### src/rtl/assert_macros.svh
// Assertion macros shared by the k-way merge RTL.
// Expects clk_i and rst_ni in the scope of each use.
`ifndef ASSERT_MACROS_SVH
`define ASSERT_MACROS_SVH

// Same-cycle implication, disabled while in reset.
`define KWM_ASSERT_IMP(lbl, ante, cons, msg) \
  lbl: assert property (@(posedge clk_i) disable iff (!rst_ni) (ante) |-> (cons)) \
    else $error(msg);

// Next-cycle implication, disabled while in reset.
`define KWM_ASSERT_NXT(lbl, ante, cons, msg) \
  lbl: assert property (@(posedge clk_i) disable iff (!rst_ni) (ante) |=> (cons)) \
    else $error(msg);

`endif

### src/rtl/kwm_pkg.sv
// Constants, types and helper functions of the k-way merge block.
// Depends on nothing; used by every other file but assert_macros.svh.
package kwm_pkg;

  localparam int LISTS       = 4;
  localparam int LIST_DEPTH  = 16;
  localparam int VALUE_WIDTH = 32;

  localparam int DATA_W     = 32;
  localparam int IDX_W      = 2;
  localparam int STORE_SIZE = LISTS * LIST_DEPTH;
  localparam int LIST_W     = $clog2(LISTS);
  localparam int SCAN_W     = $clog2(LISTS + 1);
  localparam int CNT_W      = $clog2(LIST_DEPTH + 1);
  localparam int ADDR_W     = $clog2(STORE_SIZE);
  localparam int TOT_W      = $clog2(STORE_SIZE + 1);

  localparam logic MODE_LOAD  = 1'b0;
  localparam logic MODE_MERGE = 1'b1;

  typedef logic [LIST_W-1:0]      list_t;
  typedef logic [SCAN_W-1:0]      scan_t;
  typedef logic [CNT_W-1:0]       cnt_t;
  typedef logic [ADDR_W-1:0]      addr_t;
  typedef logic [TOT_W-1:0]       tot_t;
  typedef logic [VALUE_WIDTH-1:0] val_t;

  // Sequencer to minimum unit
  typedef struct packed {
    logic  clear;
    logic  sample;
    list_t list;
  } min_ctl_t;

  // Minimum unit back to sequencer
  typedef struct packed {
    logic  found;
    list_t list;
    val_t  val;
  } min_res_t;

  function automatic addr_t addr_of(list_t l, cnt_t p);
    return ADDR_W'(int'(l) * LIST_DEPTH + int'(p));
  endfunction

  // Keep the low bits of the raw beat value, zero-extended if the store is wider.
  function automatic val_t to_store(logic [DATA_W-1:0] v);
    return VALUE_WIDTH'(v);
  endfunction

  // Sign-extend from the stored width, then keep the port width.
  function automatic logic [DATA_W-1:0] to_out(val_t v);
    return DATA_W'($signed(v));
  endfunction

endpackage

### src/rtl/kwm_in_if.sv
// Input channel of the k-way merge block: valid/ready plus the load/merge beat.
// Depends on kwm_pkg.
interface kwm_in_if;
  logic                                valid;
  logic                                ready;
  logic                                mode;
  logic [kwm_pkg::IDX_W-1:0]           list_index;
  logic signed [kwm_pkg::DATA_W-1:0]   value;

  modport source (output valid, output mode, output list_index, output value, input ready);
  modport sink   (input valid, input mode, input list_index, input value, output ready);
endinterface

### src/rtl/kwm_out_if.sv
// Output channel of the k-way merge block: valid/ready plus one merged result.
// Depends on kwm_pkg.
interface kwm_out_if;
  logic                                valid;
  logic                                ready;
  logic signed [kwm_pkg::DATA_W-1:0]   value_res;
  logic                                last;
  logic                                empty_set;
  logic                                dropped;

  modport source (output valid, output value_res, output last, output empty_set,
                  output dropped, input ready);
  modport sink   (input valid, input value_res, input last, input empty_set,
                  input dropped, output ready);
endinterface

### src/rtl/kwm_store.sv
// Element store: one write port, one read port with registered read data.
// Depends on kwm_pkg.
module kwm_store (
  input  logic           clk_i,
  input  logic           wr_en_i,
  input  kwm_pkg::addr_t wr_addr_i,
  input  kwm_pkg::val_t  wr_data_i,
  input  logic           rd_en_i,
  input  kwm_pkg::addr_t rd_addr_i,
  output kwm_pkg::val_t  rd_data_o
);

  kwm_pkg::val_t mem [kwm_pkg::STORE_SIZE];

  always_ff @(posedge clk_i) begin
    if (wr_en_i) begin
      mem[wr_addr_i] <= wr_data_i;
    end
  end

  always_ff @(posedge clk_i) begin
    if (rd_en_i) begin
      rd_data_o <= mem[rd_addr_i];
    end
  end

endmodule

### src/rtl/kwm_min_unit.sv
// Shared compare unit: keeps the smallest head seen during one scan.
// Depends on kwm_pkg.
module kwm_min_unit (
  input  logic              clk_i,
  input  logic              rst_ni,
  input  kwm_pkg::min_ctl_t ctl_i,
  input  kwm_pkg::val_t     data_i,
  output kwm_pkg::min_res_t res_o
);

  logic          found_q;
  kwm_pkg::list_t list_q;
  kwm_pkg::val_t  val_q;
  logic          take;

  // Strictly smaller only, so on a tie the lower list number stays.
  assign take = ctl_i.sample && (!found_q || ($signed(data_i) < $signed(val_q)));

  always_ff @(posedge clk_i or negedge rst_ni) begin
    if (!rst_ni) begin
      found_q <= 1'b0;
    end else if (ctl_i.clear) begin
      found_q <= 1'b0;
    end else if (take) begin
      found_q <= 1'b1;
    end
  end

  always_ff @(posedge clk_i) begin
    if (take && !ctl_i.clear) begin
      list_q <= ctl_i.list;
      val_q  <= data_i;
    end
  end

  assign res_o.found = found_q;
  assign res_o.list  = list_q;
  assign res_o.val   = val_q;

endmodule

### src/rtl/k_way_sorted_merge.sv
// K-way merge of sorted lists: top level with the merge sequencer.
// Depends on kwm_pkg, kwm_in_if, kwm_out_if, kwm_store, kwm_min_unit, assert_macros.svh.
//
// Usage
//   in_i carries beats of mode, list_index and value. A load beat (mode 0) appends
//   value to the named list; a full list drops it and sets the sticky
//   dropped flag. A merge beat (mode 1) emits every stored value on out_o in
//   non-decreasing signed order, last set on the final beat, dropped on all of
//   them. With nothing loaded a merge gives one beat with empty_set set and value 0.
//   The lists and the flag are cleared once the final beat is registered.
// Timing
//   Loads: one per cycle, ready stays high while idle.
//   Merge: each result takes one store read per list that still holds values, through
//   the single read port and the shared compare unit, then the winner is registered
//   into the output register. in_i is not ready during a merge.
// Reset and stall
//   Reset empties all lists and the output register; the store needs no clearing.
//   A stalled out_o holds its beat and the sequencer waits with the next winner.
`include "assert_macros.svh"

module k_way_sorted_merge (
  input  logic      clk_i,
  input  logic      rst_ni,
  kwm_in_if.sink    in_i,
  kwm_out_if.source out_o
);

  localparam logic [1:0] S_IDLE  = 2'd0;
  localparam logic [1:0] S_SCAN  = 2'd1;
  localparam logic [1:0] S_EMIT  = 2'd2;
  localparam logic [1:0] S_EMPTY = 2'd3;

  logic [1:0]        state_q, state_d;
  kwm_pkg::cnt_t     fill_q   [kwm_pkg::LISTS];
  kwm_pkg::cnt_t     fill_d   [kwm_pkg::LISTS];
  kwm_pkg::cnt_t     rd_pos_q [kwm_pkg::LISTS];
  kwm_pkg::cnt_t     rd_pos_d [kwm_pkg::LISTS];
  logic              dropped_q, dropped_d;
  kwm_pkg::tot_t     remaining_q, remaining_d, total;
  kwm_pkg::scan_t    scan_q, scan_d;
  logic              rd_vld_q;
  kwm_pkg::list_t    rd_list_q;
  logic [kwm_pkg::LISTS-1:0] avail;

  logic              in_acc, out_free, idx_ok, sel_full, last_res;
  kwm_pkg::list_t    wl, sl;

  logic              wr_en, rd_en;
  kwm_pkg::addr_t    wr_addr, rd_addr;
  kwm_pkg::val_t     wr_data, rd_data;

  kwm_pkg::min_ctl_t min_ctl;
  kwm_pkg::min_res_t min_res;

  logic                        out_vld_q, out_load;
  logic [kwm_pkg::DATA_W-1:0]  out_val_q, out_val_d;
  logic                        out_last_q, out_last_d;
  logic                        out_empty_q, out_empty_d;
  logic                        out_drop_q;

  assign in_i.ready = (state_q == S_IDLE);
  assign in_acc     = in_i.valid && in_i.ready;
  assign out_free   = !out_vld_q || out_o.ready;
  assign idx_ok     = 32'(in_i.list_index) < 32'(kwm_pkg::LISTS);
  assign wl         = kwm_pkg::LIST_W'(in_i.list_index);
  assign sel_full   = fill_q[wl] == kwm_pkg::CNT_W'(kwm_pkg::LIST_DEPTH);
  assign sl         = scan_q[kwm_pkg::LIST_W-1:0];
  assign last_res   = remaining_q == kwm_pkg::TOT_W'(1);
  assign wr_addr    = kwm_pkg::addr_of(wl, fill_q[wl]);
  assign wr_data    = kwm_pkg::to_store(in_i.value);
  assign rd_addr    = kwm_pkg::addr_of(sl, rd_pos_q[sl]);

  always_comb begin
    for (int l = 0; l < kwm_pkg::LISTS; l++) begin
      avail[l] = rd_pos_q[l] < fill_q[l];
    end
  end

  always_comb begin
    total = '0;
    for (int l = 0; l < kwm_pkg::LISTS; l++) begin
      total = total + kwm_pkg::TOT_W'(fill_q[l]);
    end
  end

  always_comb begin
    state_d        = state_q;
    fill_d         = fill_q;
    rd_pos_d       = rd_pos_q;
    dropped_d      = dropped_q;
    remaining_d    = remaining_q;
    scan_d         = scan_q;
    wr_en          = 1'b0;
    rd_en          = 1'b0;
    min_ctl.clear  = 1'b0;
    min_ctl.sample = rd_vld_q;
    min_ctl.list   = rd_list_q;
    out_load       = 1'b0;
    out_val_d      = kwm_pkg::to_out(min_res.val);
    out_last_d     = 1'b0;
    out_empty_d    = 1'b0;

    case (state_q)
      S_IDLE: begin
        if (in_acc) begin
          if (in_i.mode == kwm_pkg::MODE_LOAD) begin
            if (idx_ok) begin
              if (sel_full) begin
                dropped_d = 1'b1;
              end else begin
                wr_en      = 1'b1;
                fill_d[wl] = fill_q[wl] + kwm_pkg::CNT_W'(1);
              end
            end
          end else begin
            remaining_d = total;
            if (total == '0) begin
              state_d = S_EMPTY;
            end else begin
              state_d       = S_SCAN;
              scan_d        = '0;
              min_ctl.clear = 1'b1;
            end
          end
        end
      end
      S_SCAN: begin
        // Issue one head read per list that still holds values; the compare runs in the cycle after each read.
        if (scan_q != kwm_pkg::SCAN_W'(kwm_pkg::LISTS)) begin
          rd_en  = avail[sl];
          scan_d = scan_q + kwm_pkg::SCAN_W'(1);
        end else begin
          state_d = S_EMIT;
        end
      end
      S_EMIT: begin
        if (out_free) begin
          out_load    = 1'b1;
          out_last_d  = last_res;
          remaining_d = remaining_q - kwm_pkg::TOT_W'(1);
          for (int l = 0; l < kwm_pkg::LISTS; l++) begin
            if (kwm_pkg::LIST_W'(l) == min_res.list) begin
              rd_pos_d[l] = rd_pos_q[l] + kwm_pkg::CNT_W'(1);
            end
          end
          if (last_res) begin
            for (int l = 0; l < kwm_pkg::LISTS; l++) begin
              fill_d[l]   = '0;
              rd_pos_d[l] = '0;
            end
            dropped_d = 1'b0;
            state_d   = S_IDLE;
          end else begin
            state_d       = S_SCAN;
            scan_d        = '0;
            min_ctl.clear = 1'b1;
          end
        end
      end
      S_EMPTY: begin
        if (out_free) begin
          out_load    = 1'b1;
          out_val_d   = '0;
          out_last_d  = 1'b1;
          out_empty_d = 1'b1;
          for (int l = 0; l < kwm_pkg::LISTS; l++) begin
            fill_d[l]   = '0;
            rd_pos_d[l] = '0;
          end
          dropped_d = 1'b0;
          state_d   = S_IDLE;
        end
      end
      default: begin
        state_d = S_IDLE;
      end
    endcase
  end

  always_ff @(posedge clk_i or negedge rst_ni) begin
    if (!rst_ni) begin
      state_q     <= S_IDLE;
      dropped_q   <= 1'b0;
      remaining_q <= '0;
      scan_q      <= '0;
      rd_vld_q    <= 1'b0;
      out_vld_q   <= 1'b0;
      for (int l = 0; l < kwm_pkg::LISTS; l++) begin
        fill_q[l]   <= '0;
        rd_pos_q[l] <= '0;
      end
    end else begin
      state_q     <= state_d;
      dropped_q   <= dropped_d;
      remaining_q <= remaining_d;
      scan_q      <= scan_d;
      rd_vld_q    <= rd_en;
      fill_q      <= fill_d;
      rd_pos_q    <= rd_pos_d;
      if (out_load) begin
        out_vld_q <= 1'b1;
      end else if (out_o.ready) begin
        out_vld_q <= 1'b0;
      end
    end
  end

  always_ff @(posedge clk_i) begin
    rd_list_q <= sl;
    if (out_load) begin
      out_val_q   <= out_val_d;
      out_last_q  <= out_last_d;
      out_empty_q <= out_empty_d;
      out_drop_q  <= dropped_q;
    end
  end

  assign out_o.valid     = out_vld_q;
  assign out_o.value_res = out_val_q;
  assign out_o.last      = out_last_q;
  assign out_o.empty_set = out_empty_q;
  assign out_o.dropped   = out_drop_q;

  kwm_store u_store (
    .clk_i     (clk_i),
    .wr_en_i   (wr_en),
    .wr_addr_i (wr_addr),
    .wr_data_i (wr_data),
    .rd_en_i   (rd_en),
    .rd_addr_i (rd_addr),
    .rd_data_o (rd_data)
  );

  kwm_min_unit u_min (
    .clk_i  (clk_i),
    .rst_ni (rst_ni),
    .ctl_i  (min_ctl),
    .data_i (rd_data),
    .res_o  (min_res)
  );

  `KWM_ASSERT_IMP(a_emit_has_min, state_q == S_EMIT, min_res.found, "emit without a head")
  `KWM_ASSERT_IMP(a_run_not_done, (state_q == S_SCAN) || (state_q == S_EMIT),
                  remaining_q != '0, "merge run with no values left")
  `KWM_ASSERT_IMP(a_read_in_scan, rd_vld_q, state_q == S_SCAN, "store read outside scan")
  `KWM_ASSERT_NXT(a_clear_at_end, (state_q == S_EMIT) && out_free && last_res,
                  (state_q == S_IDLE) && !dropped_q && (total == '0),
                  "lists not cleared after final beat")

endmodule
### src/flat_wrapper.sv
// flat-port wrapper written by rule: the top's interface ports become plain ports
module k_way_sorted_merge_flat 
  (clk_i, rst_ni, in_i_valid, in_i_mode, in_i_list_index, in_i_value, in_i_ready, out_o_valid, out_o_value_res, out_o_last, out_o_empty_set, out_o_dropped, out_o_ready);
  kwm_in_if in_i_i ();
  kwm_out_if out_o_i ();
  input  logic clk_i;
  input  logic rst_ni;
  input wire logic [$bits(in_i_i.valid)-1:0] in_i_valid;
  input wire logic [$bits(in_i_i.mode)-1:0] in_i_mode;
  input wire logic [$bits(in_i_i.list_index)-1:0] in_i_list_index;
  input wire logic [$bits(in_i_i.value)-1:0] in_i_value;
  output wire logic [$bits(in_i_i.ready)-1:0] in_i_ready;
  output wire logic [$bits(out_o_i.valid)-1:0] out_o_valid;
  output wire logic [$bits(out_o_i.value_res)-1:0] out_o_value_res;
  output wire logic [$bits(out_o_i.last)-1:0] out_o_last;
  output wire logic [$bits(out_o_i.empty_set)-1:0] out_o_empty_set;
  output wire logic [$bits(out_o_i.dropped)-1:0] out_o_dropped;
  input wire logic [$bits(out_o_i.ready)-1:0] out_o_ready;
  assign in_i_i.valid = in_i_valid;
  assign in_i_i.mode = in_i_mode;
  assign in_i_i.list_index = in_i_list_index;
  assign in_i_i.value = in_i_value;
  assign in_i_ready = in_i_i.ready;
  assign out_o_valid = out_o_i.valid;
  assign out_o_value_res = out_o_i.value_res;
  assign out_o_last = out_o_i.last;
  assign out_o_empty_set = out_o_i.empty_set;
  assign out_o_dropped = out_o_i.dropped;
  assign out_o_i.ready = out_o_ready;
  k_way_sorted_merge u_core (.clk_i(clk_i), .rst_ni(rst_ni), .in_i(in_i_i), .out_o(out_o_i));
endmodule
### config.mk
export PLATFORM = sky130hd
export DESIGN_NAME = k_way_sorted_merge_flat
export DESIGN_NICKNAME = d
export VERILOG_FILES = /design/src/rtl/kwm_pkg.sv /design/src/rtl/kwm_in_if.sv /design/src/rtl/kwm_out_if.sv /design/src/rtl/kwm_store.sv /design/src/rtl/kwm_min_unit.sv /design/src/rtl/k_way_sorted_merge.sv /design/src/flat_wrapper.sv
export VERILOG_INCLUDE_DIRS = /design/src /design/src/rtl
export SDC_FILE = /design/constraint.sdc
export NUM_CORES = 2
export LEC_CHECK = 0
export ABC_AREA = 1
export BUFFER_PORTS_ARGS = -buffer_cell sky130_fd_sc_hd__buf_2
export CAP_MARGIN = 20
export CORE_UTILIZATION = 57
export DETAILED_ROUTE_END_ITERATION = 10
export PLACE_DENSITY = 0.85
export SETUP_SLACK_MARGIN = 0.15
export SYNTH_ARGS = -nofsm -noshare
export SYNTH_HDL_FRONTEND = slang
export SYNTH_SLANG_ARGS = --single-unit
### constraint.sdc
create_clock -name clk_i -period 4.6 [get_ports clk_i]
set_input_delay 0.46 -clock clk_i [delete_from_list [all_inputs] [get_ports clk_i]]
set_output_delay 0.46 -clock clk_i [all_outputs]
set_load 0.02 [all_outputs]
[Yosys cells after proc, flatten, opt, wreduce, memory -nomap -nowiden]
Memory sizes are Yosys's and may differ from the RTL's. A register that Yosys moved wholly into a read port is not among the register bits.
Cells that the tools add are included.
Word-level totals
  memories kept: 1
  word-level logic and storage cells: 174
  bits in writable memories: 2048
  output and inout bits: 37
  flip-flop bits (word level): 127
  input port bits: 39
Operators by class
  $add $sub $neg: 12
  muxes and demuxes: 75
  magnitude comparators: 9
  eq/ne operators: 25
  bitwise logic cells: 2
  reductions and logical operators: 28
Memory list
  u_core.u_store.mem: depth 64, bits a word 32, read ports 1, clocked after memory_dff 1, wr ports 1, line kwm_store.sv:13  | kwm_pkg::val_t mem [kwm_pkg::STORE_SIZE];
Operator list (number)
  $mux W20: 8
  $mux W32: 2
  $pmux W20 S3: 1
  $mux W5: 9
  $pmux W20 S2: 1
  $lt A32 B32 Y1: 1
  $mux W1: 28
  $add A5 B1 Y5 const B: 5
  $mux W7: 3
  $reduce_and A7 Y1: 3
  $bmux W5 S2: 2
  $bwmux W20: 1
  $lt A5 B5 Y1: 4
  $reduce_and A4 Y1: 5
  $mux W3: 6
  $ne A2 B2 Y1 const B: 8
  $add A7 B5 Y7: 2
  $pmux W7 S2: 1
  $add A6 B5 Y6: 2
  $mux W2: 6
  $ne A3 B1 Y1 const B: 4
  $demux W5 S2: 1
  $pmux W3 S3: 1
  $ne A2 B1 Y1 const B: 4
  27 further kinds: 43

[Depth between registers and ports, before layout]
  word-level depth: 11
  mapped depth: 16
  depth with buffers taken out: 16

[By module]
A second synthesis with hierarchy kept.
Second synthesis, totals
  cells, all modules: 7662
  area total of the unflattened synthesis: 90692.0 um^2
Modules (own cells, without submodules)
  kwm_store: instances 1, cells each 6776, sequential area each 62459.9 um^2, area each 83109.7 um^2
  k_way_sorted_merge: instances 1, cells each 712, sequential area each 2467.4 um^2, area each 5675.4 um^2
  kwm_min_unit: instances 1, cells each 174, sequential area each 1046.0 um^2, area each 1906.8 um^2

[Least setup slack after synthesis]
OpenSTA, ideal clock, no wires.
  path type: reg-to-reg
  from: reg u_core.fill_q[10] in the netlist's numbering
  to: reg u_core.u_min.list_q[0], enable pin
  clock period less this slack: 4750 ps
  cell stages (with the launch flop): 17
  data arrival time: 4324 ps
  required time: 4174 ps
  path buffers: 0
  path slack: -150 ps
  setup time: 426 ps
  cells stage by stage: dfrtp_1 -> ha_1 -> inv_1 -> fa_1 -> fa_1 -> inv_1 -> ha_1 -> inv_1 -> fa_1 -> xnor2_1 -> inv_1 -> nand2_1 -> nor3_1 -> nand3_1 -> nand4_1 -> nand3_1 -> nor2_1
On the way
  longest elaborated chain between the ends: 10
RTL lines
  start, declared: line k_way_sorted_merge.sv:34  | kwm_pkg::cnt_t fill_q [kwm_pkg::LISTS];
  start signal, assigned: line k_way_sorted_merge.sv:198  | fill_q <= fill_d;
  $add A5 B5 Y6: line k_way_sorted_merge.sv:82  | total = total + kwm_pkg::TOT_W'(fill_q[l]);
  $add A7 B5 Y7 (2 in series): line k_way_sorted_merge.sv:82
  $logic_not A7 Y1: line k_way_sorted_merge.sv:117  | if (total == '0) begin
  $mux W1: line k_way_sorted_merge.sv:117
  $mux W1: line k_way_sorted_merge.sv:106  | if (in_i.mode == kwm_pkg::MODE_LOAD) begin
  $mux W1: line k_way_sorted_merge.sv:105  | if (in_acc) begin
  $pmux W1 S2: line k_way_sorted_merge.sv:103  | case (state_q)
  $logic_not A1 Y1: line kwm_min_unit.sv:30  | if (take && !ctl_i.clear) begin
  $logic_and A1 B1 Y1: line kwm_min_unit.sv:30
  end signal, assigned: line kwm_min_unit.sv:31  | list_q <= ctl_i.list;
  end, declared: line kwm_min_unit.sv:12  | kwm_pkg::list_t list_q;
No other way between the ends.
A chain may end at the register's enable or synchronous reset.

[Final worst setup path]
  from: reg u_core.fill_q[15] in the netlist's numbering
  to: reg u_core.u_min.val_q[14], enable pin
On the way
  longest elaborated chain between the ends: 10
RTL lines
  $add A5 B5 Y6: line k_way_sorted_merge.sv:82
  $add A7 B5 Y7 (2 in series): line k_way_sorted_merge.sv:82
  $logic_not A7 Y1: line k_way_sorted_merge.sv:117
  $mux W1: line k_way_sorted_merge.sv:117
  $mux W1: line k_way_sorted_merge.sv:106
  $mux W1: line k_way_sorted_merge.sv:105
  $pmux W1 S2: line k_way_sorted_merge.sv:103
  $logic_not A1 Y1: line kwm_min_unit.sv:30
  $logic_and A1 B1 Y1: line kwm_min_unit.sv:30
  end signal, assigned: line kwm_min_unit.sv:32  | val_q <= data_i;
  end, declared: line kwm_min_unit.sv:13  | kwm_pkg::val_t val_q;
No other way between the ends.

==> results.json <==
{
  "outcome": "complete, no violations",
  "grt_usage_pct": 30.7,
  "hold_ws_ns": 0.0462,
  "synth_edf_count": 2149,
  "ys_warn_count": 0,
  "initial_core_util_pct": 57.4,
  "reg2regPathDepth": 17,
  "synthFlopType": "edfxtp_1",
  "rr_startpoint": "u_core.fill_q[15]",
  "drc": 0,
  "path_delay_family": "adder cells",
  "pre_cts_ws_ns": 0.603,
  "ys_types": 46,
  "nets": 8739,
  "fin_ws_ns": 0.579,
  "power_per_cell_area_nw_per_um2": 697,
  "routed_via_density": 6.28,
  "final-instance-count-excl-fill": 11000,
  "cts.sinks": 2207,
  "cpMaxStageDelayCell": "fa_1",
  "max_freq_mhz": 249,
  "wl_per_cell_um": 24.5,
  "r2r-end": "u_core.u_min.val_q[14]",
  "io_pins": 76,
  "synth_top_area_share_pct": 66.3,
  "drt_iter0_drc": 12000,
  "synth-seq-area-share_pct": 67.8,
  "overflow": 0,
  "synthCells": 8662,
  "final_core_util_pct": 63.3,
  "slowest_delay_ns": 0.46,
  "cp_num_cells": 17,
  "clk_path_buf_depth": 3,
  "crit_path_end_kind": "register",
  "clk_latency_ns": 0.88,
  "htreeDepth": 4,
  "fin_crit_sh_pct": 87.4,
  "start_kind": "register",
  "drive_gt1_share_pct": 7.39,
  "dp.final_hpwl_um": 149000,
  "final_hold_viol_count": 0,
  "vias": 69100,
  "n_fill_cell": 11400,
  "hp-class": "input pin to register",
  "drtPass1Iterations": 7,
  "drtAntennaViolNets": 0,
  "tightest_slew_ns": 1.16,
  "reg2reg_slack_ns": 0.58,
  "relSlewSlack_pct": 22.7,
  "yosys-top-cells-area": "edfxtp_1 66%, nand3_1 9.8%, nand2_1 6.0%, nand3b_1 5.9%, inv_1 4.4%",
  "die_y_um": 415,
  "synth_top_cell_by_area": "edfxtp_1",
  "netlist_area_um2": 97300,
  "post-place-cells": 10600,
  "cp.buffers_inverters": 3,
  "cts_buffers": 207,
  "port_buffers": 75,
  "grt_max_degree": 196,
  "synth_most_common_cell": "edfxtp_1",
  "leakage_nw": 41.3,
  "drt_wl_total_um": 269000,
  "rsz0062_at_grt": "no",
  "gp_congestion": 0.902,
  "root_buffer": "clkbuf_16",
  "cp_cell_sequence": "ha_1, inv_1, fa_1, o21ai_0, xor2_1, fa_1, inv_1, ha_1, a21oi_1, o21ai_0, xor2_1, nor2_1, nand3_1, nand4_1, nand3_1, nor2_4, buf_12",
  "cts_tree": "yes",
  "ys_ff_latch": 2207,
  "fin_setup_tns_ns": 0,
  "rows": 151,
  "critPathArrivalTime_ns": 4.57,
  "ys_async_sr_fraction_pct": 2.54,
  "critPathCapture": "u_core.u_min.val_q[14]",
  "maxSlewViolCount": 0,
  "grt_first_pass_wirelength_um": 400000,
  "worst_ep_required_time_ns": 5.15,
  "multiInputGateArea_um2": 25000,
  "period_needed_ns": 4.02,
  "die_w_um": 415,
  "cap_violations": 0,
  "area.sequential_um2": 66000,
  "setup_viol": 0,
  "path_max_fanout": 32,
  "synthTopCellsByCount": "2149 x edfxtp_1, 1910 x nand3_1, 1552 x nand2_1",
  "dieArea_um2": 172000,
  "cts_resized": 0,
  "grt_pass1_vias": 67700,
  "clk_pin_slew_worst_paths_ns": 0.06,
  "syn-num-nets": 8777,
  "critPathLaunch": "u_core.fill_q[15]",
  "avgSynthCellArea_um2": 11.2,
  "coreArea_um2": 169000,
  "fin_skew_ns": 0.0574,
  "grt_antenna_before_repair": 12,
  "path_class": "register to register",
  "syn_to_final_growth_pct": 10.1,
  "vdd_drop_max_uv": 740
}
==> kinds of logic after synthesis <==
group	count (synthesis)	synth area share, %
and+or+nand+nor	4424	22.6
DFF	2207	67.8
buffers and inverters	1697	7.13
AOI/OAI and AO/OA	243	1.31
adders and majority gates	76	1.03
xor gates and xnor gates	15	0.135
==> registers in the layout (all words and copies together), names as in the netlist, 3 cells and up <==
name and count:
u_core.remaining_q 7, u_core.rd_pos_q 20, u_core.fill_q 20, u_core.out_o.value_res 32, u_core.u_min.val_q 32, u_core.u_store.rd_data_o 32, u_core.scan_q 3, u_core.u_store.mem 2048
==> worst reg2reg max path: cells and delay by family, from the launching register on <==
family	cells	cell delay (ns)
AO/OA/AOI/OAI	3	0.51
XOR/XNOR	2	0.42
adder cells (fa/ha/maj)	4	1.32
buffers and inverters	3	0.35
flip-flops	1	0.40
AND/OR/NAND/NOR	5	0.69
==> layout by cell type (no fill, tap or decap), types with 3 or more instances in the layout <==
cell / instances
inv_2: 9
inv_6: 5
o21ai_0: 170
bufinv_16: 4
nand3_1: 1910
fa_1: 7
clkbuf_16: 212
nand4_1: 8
clkinv_1: 40
buf_2: 74
nor3b_1: 8
dfrtp_1: 56
inv_1: 1141
clkbuf_1: 62
o22ai_1: 5
nand3b_1: 768
nand2_1: 1551
nor2_2: 3
buf_4: 145
a21oi_1: 50
a22oi_1: 3
clkinv_2: 29
nor2_4: 68
nor3_1: 14
buf_12: 70
inv_16: 3
xnor2_1: 4
xor2_1: 10
o211ai_1: 5
edfxtp_1: 2149
clkinvlp_4: 5
dlygate4sd3_1: 6
ha_1: 68
nor2_1: 83
==> timing repair <==
action / in CTS / in global routing
setup buffers: 0 / 0
endpoints found under the setup margin: 0 / 0
hold buffers: 6 / 0
hold endpoints to repair: 97 / 0
==> power breakdown <==
group	total, mW	internal, mW	leakage [nW]	switching (mW)
logic	34.9	9.57	18.2	25.4
clock network	16.0	8.67	3.00	7.28
registers	23.8	23.1	20.1	0.728
==> worst min-delay path by stage <==
stage	slack (ns)	startpoint	endpoint	cells after the start
after detailed placement	0.40	u_core.rd_list_q[0]	u_core.u_min.list_q[0]	0
after floorplan	0.16	rst_ni	u_core.dropped_q	0
after global placement	0.39	u_core.rd_list_q[1]	u_core.u_min.list_q[1]	0
after global routing	0.04	in_i_value[17]	u_core.u_store.mem[32][17]	1
after CTS	0.02	in_i_value[17]	u_core.u_store.mem[36][17]	1
final	0.05	in_i_value[17]	u_core.u_store.mem[35][17]	1
==> metrics by stage <==
| step | instance area [µm²] | power [mW] |
|---|---|---|
| CTS | 107000 | 73.5 |
| floorplan | 97300 | 45.6 |
| global route | 107000 | 77.5 |
| detailed placement | 101000 | 57.5 |
| finish | 107000 | 74.7 |
| global placement | 101000 | 56.4 |
==> metal layers <==
layer	track usage, %	vias up	routed length [µm]	share of wire [%]
li1	-	29700	-	-
met1	38.5	32600	90400	34
met2	47.9	5566	123000	46
met3	7.61	1137	37200	14
met4	19.3	16	18700	6.9
met5	0	-	287	0.11
==> layout make-up <==
cell class / instances / share of cell area (%)
clock inverters: 88 / 0.563
diodes: 2 / 0.00467
flip-flops and latches: 2207 / 61.5
clock buffers: 276 / 5.19
well taps: 2218 / 2.59
multi-input cells: 4758 / 23.3
repair buffers: 296 / 2.74
inverters: 1154 / 4.06
(Power assumes the default switching activity.)
